File: config.mk
export PLATFORM = sky130hd
export DESIGN_NAME = ext_clock_tempo_estimator_unit
export DESIGN_NICKNAME = d
export VERILOG_FILES = /design/src/hw/rtl/ecte_pkg.sv /design/src/hw/rtl/ext_clock_tempo_estimator_unit.sv /design/src/hw/rtl/ecte_ctrl.sv /design/src/hw/rtl/ecte_dp.sv
export VERILOG_INCLUDE_DIRS = /design/src /design/src/hw/rtl
export SDC_FILE = /design/constraint.sdc
export NUM_CORES = 2
export LEC_CHECK = 0
export BUFFER_PORTS_ARGS = -buffer_cell sky130_fd_sc_hd__buf_2
export CAP_MARGIN = 10
export CORE_MARGIN = 10
export CORE_UTILIZATION = 60
export DETAILED_ROUTE_END_ITERATION = 8
export PLACE_DENSITY_LB_ADDON = 0.15
export SETUP_SLACK_MARGIN = 0.2
export SYNTH_ARGS = -nofsm -noshare
export SYNTH_HDL_FRONTEND = slang
export SYNTH_SLANG_ARGS = --single-unit
File: constraint.sdc
create_clock -name clk_i -period 16.8 [get_ports clk_i]
set_input_delay 2.52 -clock clk_i [delete_from_list [all_inputs] [get_ports clk_i]]
set_output_delay 2.52 -clock clk_i [all_outputs]
set_load 0.05 [all_outputs]
File: src/hw/rtl/ext_clock_tempo_estimator_unit_defines.svh
// ----------------------------------------------------------------------------
// Assertion macros for the external clock tempo estimator
// Clocked on clk_i, switched off while rst_ni is low.
// ----------------------------------------------------------------------------
`ifndef EXT_CLOCK_TEMPO_ESTIMATOR_UNIT_DEFINES_SVH
`define EXT_CLOCK_TEMPO_ESTIMATOR_UNIT_DEFINES_SVH

// same-cycle implication
`define ECTE_ASSERT_IMP(lbl, ante, cons, msg) \
  lbl: assert property (@(posedge clk_i) disable iff (!rst_ni) (ante) |-> (cons)) \
    else $error(msg);

// next-cycle implication
`define ECTE_ASSERT_NXT(lbl, ante, cons, msg) \
  lbl: assert property (@(posedge clk_i) disable iff (!rst_ni) (ante) |=> (cons)) \
    else $error(msg);

`endif

File: src/hw/rtl/ecte_pkg.sv
// ----------------------------------------------------------------------------
// ecte_pkg
// Types and constants shared by the tempo estimator controller and datapath.
// ----------------------------------------------------------------------------
package ecte_pkg;

  localparam int unsigned TS_W  = 48;  // timestamp / period width
  localparam int unsigned S_W   = 56;  // Q8 smoothed period width
  localparam int unsigned MPB_W = 63;  // smoothed period times pulses per beat
  localparam int unsigned MB_W  = 20;  // milli-BPM width
  localparam int unsigned Q_W   = 44;  // quotient width
  localparam int unsigned CFG_W = 32;

  localparam logic [Q_W-1:0]  NUM_Q8     = 44'd15360000000000; // 60e9 * 256
  localparam logic [5:0]      DIV_MSB    = 6'd43;
  localparam logic [MB_W-1:0] TEMPO_MIN  = 20'd1000;
  localparam logic [MB_W-1:0] TEMPO_MAX  = 20'd999000;
  localparam logic [6:0]      PPQ_MAX    = 7'd96;
  localparam logic [6:0]      PPQ_RST    = 7'd24;
  localparam logic [1:0]      LONG_LAST  = 2'd2;   // third long period in a row
  localparam logic [3:0]      RUN_MAX    = 4'd15;

  localparam logic [1:0] REG_PPQ     = 2'd0;
  localparam logic [1:0] REG_HYST    = 2'd1;
  localparam logic [1:0] REG_SETTLE  = 2'd2;
  localparam logic [1:0] REG_TIMEOUT = 2'd3;

  typedef enum logic [3:0] {
    ST_IDLE,
    ST_DISPATCH,
    ST_MED_GATE,
    ST_GATE,
    ST_INSERT,
    ST_MED_EMA,
    ST_EMA,
    ST_MUL,
    ST_DIV,
    ST_CLAMP,
    ST_HYST,
    ST_CHECK,
    ST_RESULT
  } state_e;

  typedef struct packed {
    logic start;
    logic anchor_set;
    logic period_load;
    logic med_run;
    logic long_rej;
    logic insert;
    logic ema;
    logic mul;
    logic div_run;
    logic clamp;
    logic hyst;
    logic check;
    logic out_load;
  } cmd_t;

  typedef struct packed {
    logic is_check;
    logic anchor_valid;
    logic ts_not_after;
    logic fill_ge3;
    logic med_found;
    logic short_rej;
    logic long_rej;
    logic ins_ge3;
    logic s_zero;
    logic div_last;
    logic out_free;
  } sts_t;

endpackage

File: src/hw/rtl/ext_clock_tempo_estimator_unit.sv
// ----------------------------------------------------------------------------
// ext_clock_tempo_estimator_unit
// Tempo estimate in milli-BPM from external clock pulse timestamps.
//
//   channel | signals                                     | direction
//   in      | in_valid_i/in_ready_o, action_i, timestamp_us_i | to block
//   out     | out_valid_o/out_ready_i, tempo_update_o,      | from block
//           |   tempo_mbpm_o, clock_active_o                |
//   cfg     | cfg_we_i, cfg_idx_i, cfg_data_i               | to block
//
// One item at a time. From transfer in to result valid, a check item passes
// the dispatch, check and result states; a pulse may run two median searches
// (one window entry ranked per cycle) and the 44-step restoring divider for
// the tempo quotient. The next item may transfer in as the result turns valid.
// Reset clears history and loads register defaults; no clearing pass.
// A stalled result stays in the output register while the next item is taken.
// ----------------------------------------------------------------------------
`include "ext_clock_tempo_estimator_unit_defines.svh"

module ext_clock_tempo_estimator_unit import ecte_pkg::*; #(
  parameter int unsigned WINDOW_DEPTH = 8
) (
  input  logic             clk_i,
  input  logic             rst_ni,
  input  logic             in_valid_i,
  output logic             in_ready_o,
  input  logic             action_i,
  input  logic [TS_W-1:0]  timestamp_us_i,
  output logic             out_valid_o,
  input  logic             out_ready_i,
  output logic             tempo_update_o,
  output logic [MB_W-1:0]  tempo_mbpm_o,
  output logic             clock_active_o,
  input  logic             cfg_we_i,
  input  logic [1:0]       cfg_idx_i,
  input  logic [CFG_W-1:0] cfg_data_i
);

  cmd_t cmd;
  sts_t sts;

  ecte_ctrl u_ctrl (
    .clk_i      (clk_i),
    .rst_ni     (rst_ni),
    .in_valid_i (in_valid_i),
    .in_ready_o (in_ready_o),
    .sts_i      (sts),
    .cmd_o      (cmd)
  );

  ecte_dp #(
    .WINDOW_DEPTH (WINDOW_DEPTH)
  ) u_dp (
    .clk_i          (clk_i),
    .rst_ni         (rst_ni),
    .cmd_i          (cmd),
    .sts_o          (sts),
    .action_i       (action_i),
    .timestamp_us_i (timestamp_us_i),
    .cfg_we_i       (cfg_we_i),
    .cfg_idx_i      (cfg_idx_i),
    .cfg_data_i     (cfg_data_i),
    .out_valid_o    (out_valid_o),
    .out_ready_i    (out_ready_i),
    .tempo_update_o (tempo_update_o),
    .tempo_mbpm_o   (tempo_mbpm_o),
    .clock_active_o (clock_active_o)
  );

  `ECTE_ASSERT_NXT(a_busy_after_take, in_valid_i && in_ready_o, !in_ready_o, "took a second item")
  `ECTE_ASSERT_IMP(a_no_update_zero, out_valid_o && !tempo_update_o, tempo_mbpm_o == '0, "stray tempo")
  `ECTE_ASSERT_IMP(a_update_range, out_valid_o && tempo_update_o, (tempo_mbpm_o >= TEMPO_MIN) && (tempo_mbpm_o <= TEMPO_MAX), "tempo out of range")
  `ECTE_ASSERT_IMP(a_kind_excl, out_valid_o, !(tempo_update_o && clock_active_o), "pulse and check flags both set")

endmodule

File: src/hw/rtl/ecte_ctrl.sv
// ----------------------------------------------------------------------------
// ecte_ctrl
// Sequencer for one item: walks pulse or check handling through the datapath.
// ----------------------------------------------------------------------------
module ecte_ctrl import ecte_pkg::*; (
  input  logic clk_i,
  input  logic rst_ni,
  input  logic in_valid_i,
  output logic in_ready_o,
  input  sts_t sts_i,
  output cmd_t cmd_o
);

  state_e state_q, state_d;

  always_ff @(posedge clk_i or negedge rst_ni) begin
    if (!rst_ni) begin
      state_q <= ST_IDLE;
    end else begin
      state_q <= state_d;
    end
  end

  always_comb begin
    state_d = state_q;
    case (state_q)
      ST_IDLE:     if (in_valid_i) state_d = ST_DISPATCH;
      ST_DISPATCH: begin
        if (sts_i.is_check) begin
          state_d = ST_CHECK;
        end else if (!sts_i.anchor_valid || sts_i.ts_not_after) begin
          state_d = ST_RESULT;
        end else if (sts_i.fill_ge3) begin
          state_d = ST_MED_GATE;
        end else begin
          state_d = ST_INSERT;
        end
      end
      ST_MED_GATE: if (sts_i.med_found) state_d = ST_GATE;
      ST_GATE: begin
        if (sts_i.short_rej || sts_i.long_rej) state_d = ST_RESULT;
        else state_d = ST_INSERT;
      end
      ST_INSERT:   state_d = sts_i.ins_ge3 ? ST_MED_EMA : ST_RESULT;
      ST_MED_EMA:  if (sts_i.med_found) state_d = ST_EMA;
      ST_EMA:      state_d = ST_MUL;
      ST_MUL:      state_d = sts_i.s_zero ? ST_RESULT : ST_DIV;
      ST_DIV:      if (sts_i.div_last) state_d = ST_CLAMP;
      ST_CLAMP:    state_d = ST_HYST;
      ST_HYST:     state_d = ST_RESULT;
      ST_CHECK:    state_d = ST_RESULT;
      ST_RESULT:   if (sts_i.out_free) state_d = ST_IDLE;
      default:     state_d = ST_IDLE;
    endcase
  end

  always_comb begin
    cmd_o      = '0;
    in_ready_o = 1'b0;
    case (state_q)
      ST_IDLE: begin
        in_ready_o    = 1'b1;
        cmd_o.start   = in_valid_i;
      end
      ST_DISPATCH: begin
        cmd_o.anchor_set  = !sts_i.is_check && !sts_i.anchor_valid;
        cmd_o.period_load = 1'b1;
      end
      ST_MED_GATE, ST_MED_EMA: cmd_o.med_run = 1'b1;
      ST_GATE:     cmd_o.long_rej = !sts_i.short_rej && sts_i.long_rej;
      ST_INSERT:   cmd_o.insert = 1'b1;
      ST_EMA:      cmd_o.ema = 1'b1;
      ST_MUL:      cmd_o.mul = 1'b1;
      ST_DIV:      cmd_o.div_run = 1'b1;
      ST_CLAMP:    cmd_o.clamp = 1'b1;
      ST_HYST:     cmd_o.hyst = 1'b1;
      ST_CHECK:    cmd_o.check = 1'b1;
      ST_RESULT:   cmd_o.out_load = sts_i.out_free;
      default:     cmd_o = '0;
    endcase
  end

endmodule

File: src/hw/rtl/ecte_dp.sv
// ----------------------------------------------------------------------------
// ecte_dp
// Datapath: period window, median search, EMA, multiply, restoring divider,
// hysteresis, activity check, configuration and output register.
// ----------------------------------------------------------------------------
module ecte_dp import ecte_pkg::*; #(
  parameter int unsigned WINDOW_DEPTH = 8
) (
  input  logic             clk_i,
  input  logic             rst_ni,
  input  cmd_t             cmd_i,
  output sts_t             sts_o,
  input  logic             action_i,
  input  logic [TS_W-1:0]  timestamp_us_i,
  input  logic             cfg_we_i,
  input  logic [1:0]       cfg_idx_i,
  input  logic [CFG_W-1:0] cfg_data_i,
  output logic             out_valid_o,
  input  logic             out_ready_i,
  output logic             tempo_update_o,
  output logic [MB_W-1:0]  tempo_mbpm_o,
  output logic             clock_active_o
);

  localparam int unsigned IDX_W  = $clog2(WINDOW_DEPTH);
  localparam int unsigned FILL_W = $clog2(WINDOW_DEPTH + 1);

  // configuration
  logic [6:0]       ppq_q;
  logic [9:0]       hdiv_q;
  logic [3:0]       settle_q;
  logic [CFG_W-1:0] min_to_q;

  // history
  logic [TS_W-1:0]   last_q;
  logic              anchor_q;
  logic [IDX_W-1:0]  widx_q;
  logic [FILL_W-1:0] fill_q;
  logic [1:0]        run_q;
  logic [S_W-1:0]    s_q;
  logic [MB_W-1:0]   pub_q, cand_q;
  logic [3:0]        crun_q;

  // working registers
  logic              act_q;
  logic [TS_W-1:0]   t_q, period_q, med_q;
  logic [TS_W-1:0]   win_q [WINDOW_DEPTH];
  logic [IDX_W-1:0]  midx_q;
  logic [MPB_W-1:0]  mpb_q;
  logic [MPB_W-1:0]  rem_q;
  logic [Q_W-1:0]    quo_q;
  logic [5:0]        dcnt_q;
  logic [MB_W-1:0]   mbpm_q;
  logic              res_upd_q, res_act_q;
  logic [MB_W-1:0]   res_mb_q;
  logic              out_valid_q, out_upd_q, out_act_q;
  logic [MB_W-1:0]   out_mb_q;

  // median search: one candidate per cycle, ranked against the filled window entries
  logic [TS_W-1:0]   cand_v;
  logic [FILL_W-1:0] n_lt, n_le, half;
  logic              med_found;

  always_comb begin
    cand_v = win_q[midx_q];
    n_lt   = '0;
    n_le   = '0;
    for (int j = 0; j < WINDOW_DEPTH; j++) begin
      if (FILL_W'(j) < fill_q) begin
        if (win_q[j] < cand_v)  n_lt = n_lt + FILL_W'(1);
        if (win_q[j] <= cand_v) n_le = n_le + FILL_W'(1);
      end
    end
    half      = fill_q >> 1;
    med_found = (n_lt <= half) && (n_le > half);
  end

  // window bookkeeping
  logic [FILL_W-1:0] fill_inc;
  logic [IDX_W-1:0]  widx_inc;
  assign fill_inc = (fill_q == FILL_W'(WINDOW_DEPTH)) ? fill_q : fill_q + FILL_W'(1);
  assign widx_inc = (widx_q == IDX_W'(WINDOW_DEPTH - 1)) ? '0 : widx_q + IDX_W'(1);

  // EMA, gain 1/8, truncating toward zero
  logic [S_W-1:0]        mq8, s_ema;
  logic signed [S_W:0]   ema_diff, ema_step;
  always_comb begin
    mq8      = {med_q, 8'h00};
    ema_diff = $signed({1'b0, mq8}) - $signed({1'b0, s_q});
    ema_step = ema_diff[S_W] ? ((ema_diff + 57'sd7) >>> 3) : (ema_diff >>> 3);
    s_ema    = (s_q == '0) ? mq8 : s_q + ema_step[S_W-1:0];
  end

  logic [MPB_W-1:0] mpb_d;
  assign mpb_d = MPB_W'(s_q) * MPB_W'(ppq_q);

  // restoring divider, one quotient bit per cycle
  logic [MPB_W:0]   rem_sh;
  logic             rem_ge;
  logic [MPB_W-1:0] rem_d;
  always_comb begin
    rem_sh = {rem_q, NUM_Q8[DIV_MSB - dcnt_q]};
    rem_ge = rem_sh >= {1'b0, mpb_q};
    rem_d  = rem_ge ? MPB_W'(rem_sh - {1'b0, mpb_q}) : rem_sh[MPB_W-1:0];
  end

  logic [MB_W-1:0] mbpm_d;
  always_comb begin
    if (quo_q < Q_W'(TEMPO_MIN))      mbpm_d = TEMPO_MIN;
    else if (quo_q > Q_W'(TEMPO_MAX)) mbpm_d = TEMPO_MAX;
    else                              mbpm_d = quo_q[MB_W-1:0];
  end

  // hysteresis against published and candidate tempo
  logic [MB_W-1:0]  dif_p, dif_c;
  logic [29:0]      prod_p, prod_c;
  logic             in_band, cand_match, publish_now;
  logic [3:0]       run_new;
  always_comb begin
    dif_p       = (mbpm_q > pub_q) ? mbpm_q - pub_q : pub_q - mbpm_q;
    dif_c       = (mbpm_q > cand_q) ? mbpm_q - cand_q : cand_q - mbpm_q;
    prod_p      = 30'(dif_p) * 30'(hdiv_q);
    prod_c      = 30'(dif_c) * 30'(hdiv_q);
    in_band     = prod_p <= 30'(pub_q);
    cand_match  = (cand_q != '0) && (prod_c <= 30'(cand_q));
    run_new     = cand_match ? ((crun_q == RUN_MAX) ? RUN_MAX : crun_q + 4'd1) : 4'd1;
    publish_now = run_new >= settle_q;
  end

  // activity check
  logic [TS_W-1:0] expect_p, elapsed;
  logic [TS_W+1:0] exp4, tmo;
  logic            timed_out;
  always_comb begin
    expect_p  = s_q[S_W-1:8];
    exp4      = {expect_p, 2'b00};
    tmo       = ((expect_p != '0) && (exp4 > (TS_W+2)'(min_to_q))) ? exp4
                : (TS_W+2)'(min_to_q);
    elapsed   = t_q - last_q;
    timed_out = (t_q > last_q) && ({2'b00, elapsed} > tmo);
  end

  logic [6:0] ppq_w;
  always_comb begin
    ppq_w = cfg_data_i[6:0];
    if (ppq_w == 7'd0)        ppq_w = 7'd1;
    else if (ppq_w > PPQ_MAX) ppq_w = PPQ_MAX;
  end

  logic clr_hist;
  assign clr_hist = (cfg_we_i && cfg_idx_i == REG_PPQ && ppq_w != ppq_q)
                  || (cmd_i.long_rej && run_q == LONG_LAST)
                  || (cmd_i.check && anchor_q && timed_out);

  always_ff @(posedge clk_i or negedge rst_ni) begin
    if (!rst_ni) begin
      ppq_q       <= PPQ_RST;
      hdiv_q      <= 10'd100;
      settle_q    <= 4'd3;
      min_to_q    <= 32'd500000;
      last_q      <= '0;
      anchor_q    <= 1'b0;
      widx_q      <= '0;
      fill_q      <= '0;
      run_q       <= '0;
      s_q         <= '0;
      pub_q       <= '0;
      cand_q      <= '0;
      crun_q      <= '0;
      midx_q      <= '0;
      dcnt_q      <= '0;
      out_valid_q <= 1'b0;
    end else begin
      if (cfg_we_i) begin
        case (cfg_idx_i)
          REG_PPQ:     ppq_q    <= ppq_w;
          REG_HYST:    hdiv_q   <= cfg_data_i[9:0];
          REG_SETTLE:  settle_q <= cfg_data_i[3:0];
          REG_TIMEOUT: min_to_q <= cfg_data_i;
          default:     ppq_q    <= ppq_q;
        endcase
      end
      if (clr_hist) begin
        // a long-period clear re-anchors below
        if (!cmd_i.long_rej) begin
          last_q   <= '0;
          anchor_q <= 1'b0;
        end
        widx_q   <= '0;
        fill_q   <= '0;
        run_q    <= '0;
        s_q      <= '0;
        pub_q    <= '0;
        cand_q   <= '0;
        crun_q   <= '0;
      end
      if (cmd_i.anchor_set) begin
        last_q   <= t_q;
        anchor_q <= 1'b1;
      end
      if (cmd_i.long_rej) begin
        last_q <= t_q;
        // third in a row: history already cleared above, re-anchor here
        if (run_q == LONG_LAST) anchor_q <= 1'b1;
        else                    run_q    <= run_q + 2'd1;
      end
      if (cmd_i.insert) begin
        run_q  <= '0;
        last_q <= t_q;
        widx_q <= widx_inc;
        fill_q <= fill_inc;
      end
      if (cmd_i.ema) s_q <= s_ema;
      midx_q <= (cmd_i.med_run && !med_found) ? midx_q + IDX_W'(1) : '0;
      dcnt_q <= cmd_i.div_run ? dcnt_q + 6'd1 : '0;
      if (cmd_i.hyst) begin
        if (pub_q == '0) begin
          pub_q <= mbpm_q;
        end else if (in_band) begin
          crun_q <= '0;
        end else if (publish_now) begin
          pub_q  <= mbpm_q;
          cand_q <= '0;
          crun_q <= '0;
        end else begin
          if (!cand_match) cand_q <= mbpm_q;
          crun_q <= run_new;
        end
      end
      if (cmd_i.out_load)  out_valid_q <= 1'b1;
      else if (out_ready_i) out_valid_q <= 1'b0;
    end
  end

  // payload registers
  always_ff @(posedge clk_i) begin
    if (cmd_i.start) begin
      act_q     <= action_i;
      t_q       <= timestamp_us_i;
      res_upd_q <= 1'b0;
      res_mb_q  <= '0;
      res_act_q <= 1'b0;
    end
    if (cmd_i.period_load) period_q <= t_q - last_q;
    if (cmd_i.med_run && med_found) med_q <= cand_v;
    if (cmd_i.insert) win_q[widx_q] <= period_q;
    if (cmd_i.mul) mpb_q <= mpb_d;
    if (cmd_i.div_run) begin
      rem_q <= rem_d;
      quo_q <= {quo_q[Q_W-2:0], rem_ge};
    end else begin
      rem_q <= '0;
    end
    if (cmd_i.clamp) mbpm_q <= mbpm_d;
    if (cmd_i.hyst && ((pub_q == '0) || (!in_band && publish_now))) begin
      res_upd_q <= 1'b1;
      res_mb_q  <= mbpm_q;
    end
    if (cmd_i.check) res_act_q <= anchor_q && !timed_out;
    if (cmd_i.out_load) begin
      out_upd_q <= res_upd_q;
      out_mb_q  <= res_mb_q;
      out_act_q <= res_act_q;
    end
  end

  always_comb begin
    sts_o.is_check     = act_q;
    sts_o.anchor_valid = anchor_q;
    sts_o.ts_not_after = t_q <= last_q;
    sts_o.fill_ge3     = fill_q >= FILL_W'(3);
    sts_o.med_found    = med_found;
    sts_o.short_rej    = period_q < (med_q >> 1);
    sts_o.long_rej     = {1'b0, period_q} > {med_q, 1'b0};
    sts_o.ins_ge3      = fill_inc >= FILL_W'(3);
    sts_o.s_zero       = s_q == '0;
    sts_o.div_last     = dcnt_q == DIV_MSB;
    sts_o.out_free     = !out_valid_q || out_ready_i;
  end

  assign out_valid_o    = out_valid_q;
  assign tempo_update_o = out_upd_q;
  assign tempo_mbpm_o   = out_mb_q;
  assign clock_active_o = out_act_q;

endmodule
==> flow_metrics.env <==
export IMPL_hold_path_class="flop to flop"
export IMPL_crit_family="compound AO/OA/AOI/OAI gates"
export IMPL_r2r_start="u_dp.mbpm_q[0]"
export IMPL_sw_frac_of_total_pct=44.3
export IMPL_syn_nets=11343
export IMPL_firstDrtPassIters=7
export IMPL_clk_latency_ps=800
export IMPL_route_vias_total=74949
export IMPL_power_switching_mw=6.44
export IMPL_grt_antenna_before_repair=15
export IMPL_ant_nets=0
export IMPL_coreArea_um2=154000
export IMPL_synthFlopType="edfxtp_1"
export IMPL_fmax_ghz=0.0657
export IMPL_grt_usage_pct=32.9
export IMPL_start_kind="flop"
export IMPL_die_w_um=413
export IMPL_peakVddDrop_mv=0.428
export IMPL_rsz0062_at_grt="false"
export IMPL_clock_skew_ps=81.5
export IMPL_tightest_slew_ps=1300
export IMPL_period_share_pct=90.6
export IMPL_dp_cells=11525
export IMPL_cp_num_buf_inv=5
export IMPL_drt_wirelength_per_cell_um=24.1
export IMPL_area_growth_synth_to_final_pct=7.68
export IMPL_ios=112
export IMPL_ys_top_cells_by_area="edfxtp_1 (23%), ha_1 (15%), fa_1 (12%), dfrtp_1 (5.7%), nand2_1 (4.6%)"
export IMPL_maxCapViolCount=0
export IMPL_cts_buffers=110
export IMPL_arrival_ps=15460
export IMPL_synth_area_per_cell_um2=9.71
export IMPL_synthDistinctLibCells=101
export IMPL_final_area_um2=100000
export IMPL_drt_initial_drc_count=7769
export IMPL_synth_edf_count=699
export IMPL_outcome="finished, final reports clean"
export IMPL_ys_async_sr_fraction_pct=22.8
export IMPL_fin_tns_setup_ps=0
export IMPL_cts_resized_gates=0
export IMPL_max_stage_delay_ps=780
export IMPL_crit_type="flop to flop"
export IMPL_fin_nets=11375
export IMPL_grt_first_pass_wirelength_mm=440
export IMPL_cts_root_buffer="clkbuf_16"
export IMPL_clockBufferDepth=3
export IMPL_power_mw=14.5
export IMPL_grt_max_degree=139
export IMPL_cts_sinks=988
export IMPL_combPwrFrac_pct=62.3
export IMPL_p_int_mw=8.10
export IMPL_holdPathEnd="u_dp.quo_q[9]"
export IMPL_rrSetupSlack_ps=1580
export IMPL_end_kind="flop"
export IMPL_ys_seq_elements=988
export IMPL_finalSetupViolations=0
export IMPL_routed_wl_mm=283
export IMPL_grt_pass1_vias=75254
export IMPL_fillers=12501
export IMPL_ff2ff_path_depth=49
export IMPL_stdcell_count=11744
export IMPL_cts_setup_buffers=0
export IMPL_syn_inst=9563
export IMPL_power_density_nw_per_um2=145
export IMPL_synth_top_area_share_pct=22.6
export IMPL_yosys_warnings=0
export IMPL_die_area_um2=171000
export IMPL_min_path_cells=0
export IMPL_worstHoldStart="u_dp.quo_q[8]"
export IMPL_rows=144
export IMPL_die_y_um=413
export IMPL_cp_max_fo=21
export IMPL_critical_path_slowest_cell="nand2_1"
export IMPL_globalRoute_totalOverflow=0
export IMPL_final_min_clock_period_ps=15220
export IMPL_io_buffers=111
export IMPL_yosys_area_top_type="edfxtp_1"
export IMPL_slew_viol_final=0
export IMPL_drive_gt1_share_pct=7.70
export IMPL_cts_tree="yes"
export IMPL_leakage_nw=45.2
export IMPL_start_util_pct=60.3
export IMPL_clk_pin_slew_worst_paths_ps=60
export IMPL_crit_required_ps=17040
export IMPL_slew_headroom_pct=12.4
export IMPL_reg2reg_to="u_dp.res_mb_q[16]"
export IMPL_drc=0
export IMPL_hpwl_mm=217
export IMPL_place_area_um2=96000
export IMPL_vias_per_cell=6.38
export IMPL_postCtsHoldBufs=0
export IMPL_yosysSeqAreaShare_pct=30.1
export IMPL_finalHoldViolCount=0
export IMPL_syn_area_um2=92900
export IMPL_p_clk_share_pct=18.4
export IMPL_gp_congestion=1.02
export IMPL_power_frac_seq_pct=19.3
export IMPL_htree_levels=3
==> cells in the final DEF, fill, tap and decap left out, drive strengths merged, types with 214 or more instances in the layout <==
cell type  instances
nand3            214
nor2             348
and2             263
edfxtp           699
buf              266
ha              1132
a21oi            610
xnor2            269
o21ai            393
fa               560
inv             1051
nand2           1136
a21o             330
==> state kept, by name, summed over array words and instances (netlist names), 10 cells and up <==
name / cells
u_dp.min_to_q: 32
u_dp.med_q: 48
u_dp.res_mb_q: 20
u_dp.win_q: 384
u_dp.s_q: 56
u_dp.rem_q: 63
u_dp.mbpm_q: 20
u_dp.last_q: 48
u_dp.hdiv_q: 10
u_dp.mpb_q: 63
u_dp.period_q: 48
u_dp.quo_q: 44
u_dp.cand_q: 20
u_dp.t_q: 48
u_dp.pub_q: 20
u_dp.tempo_mbpm_o: 20
==> cell families (layout without fill, tap and decap cells) <==
kind of cell / after synthesis / after routing / share of synthesized area (%)
xor gates and xnor gates: 405 / 405 / 3.92
and+or+nand+nor: 2753 / 2753 / 14.4
AOI/OAI and AO/OA: 2057 / 2057 / 14.3
buffers and inverters: 1394 / 1523 / 5.64
DFF: 988 / 988 / 30.1
other: 0 / 8 / 0
adders and majority gates: 1692 / 1692 / 27.3
muxes: 274 / 274 / 4.33
==> metal layers <==
layer | global-route usage [%] | part of all wire, % | up-vias
met1 | 44.5 | 41 | 36833
met4 | 14.7 | 5.0 | 4
met3 | 7.97 | 10 | 685
li1 | - | - | 33885
met2 | 50.2 | 44 | 3542
met5 | 0 | 0.012 | -
==> worst max-delay path by stage <==
stage	start	to	slack, ps	cells after the start
global placement	u_dp.mbpm_q[0]	u_dp.res_mb_q[3]	1880	49
global route	u_dp.mbpm_q[0]	u_dp.res_mb_q[17]	620	49
CTS	u_dp.mbpm_q[0]	u_dp.res_mb_q[17]	1680	48
floorplan	u_dp.midx_q[0]	u_dp.med_q[0]	3380	50
finish	u_dp.mbpm_q[0]	u_dp.res_mb_q[16]	1580	49
detailed placement	u_dp.mbpm_q[0]	u_dp.res_mb_q[3]	1810	48
==> power by group through the flow <==
stage	clock [mW]	combinational, mW	sequential [mW]
after floorplan	0	6.95	2.78
after global placement	0	8.71	2.85
after detailed placement	0	8.94	2.85
after CTS	2.70	9.04	2.80
after global routing	2.80	10.3	2.81
final	2.67	9.07	2.80
==> per-stage QoR <==
step	utilization (%)	worst slack [ps]	hold slack, ps
after floorplan	-	3380	400
after global placement	62.3	1880	430
after detailed placement	62.3	1810	437
after CTS	64.9	1680	429
after global routing	64.9	621	443
final	64.9	1580	433
==> final cells by class <==
| cell class | instances | area (um^2) | share of cell area [%] |
|---|---|---|---|
| multi-input combinational | 7181 | 59900 | 59.8 |
| timing repair buffer | 268 | 1760 | 1.76 |
| antenna | 8 | 20.0 | 0.0200 |
| inverter | 1046 | 3930 | 3.93 |
| sequential | 988 | 27900 | 27.9 |
| clock inverter | 74 | 1030 | 1.03 |
| tap | 2044 | 2560 | 2.56 |
| clock buffer | 135 | 2940 | 2.94 |
==> cells in the mapped netlist (all sizes together) (160+ instances only) <==
| cell type | instances |
|---|---|
| nand2 | 1136 |
| ha | 1132 |
| inv | 1046 |
| edfxtp | 699 |
| a21oi | 610 |
| fa | 560 |
| o21ai | 393 |
| nor2 | 348 |
| a21o | 330 |
| clkbuf | 323 |
| xnor2 | 269 |
| and2 | 263 |
| nand3 | 214 |
| dfrtp | 211 |
| nand4 | 160 |
No activity file was read; power rests on OpenSTA's default activity.
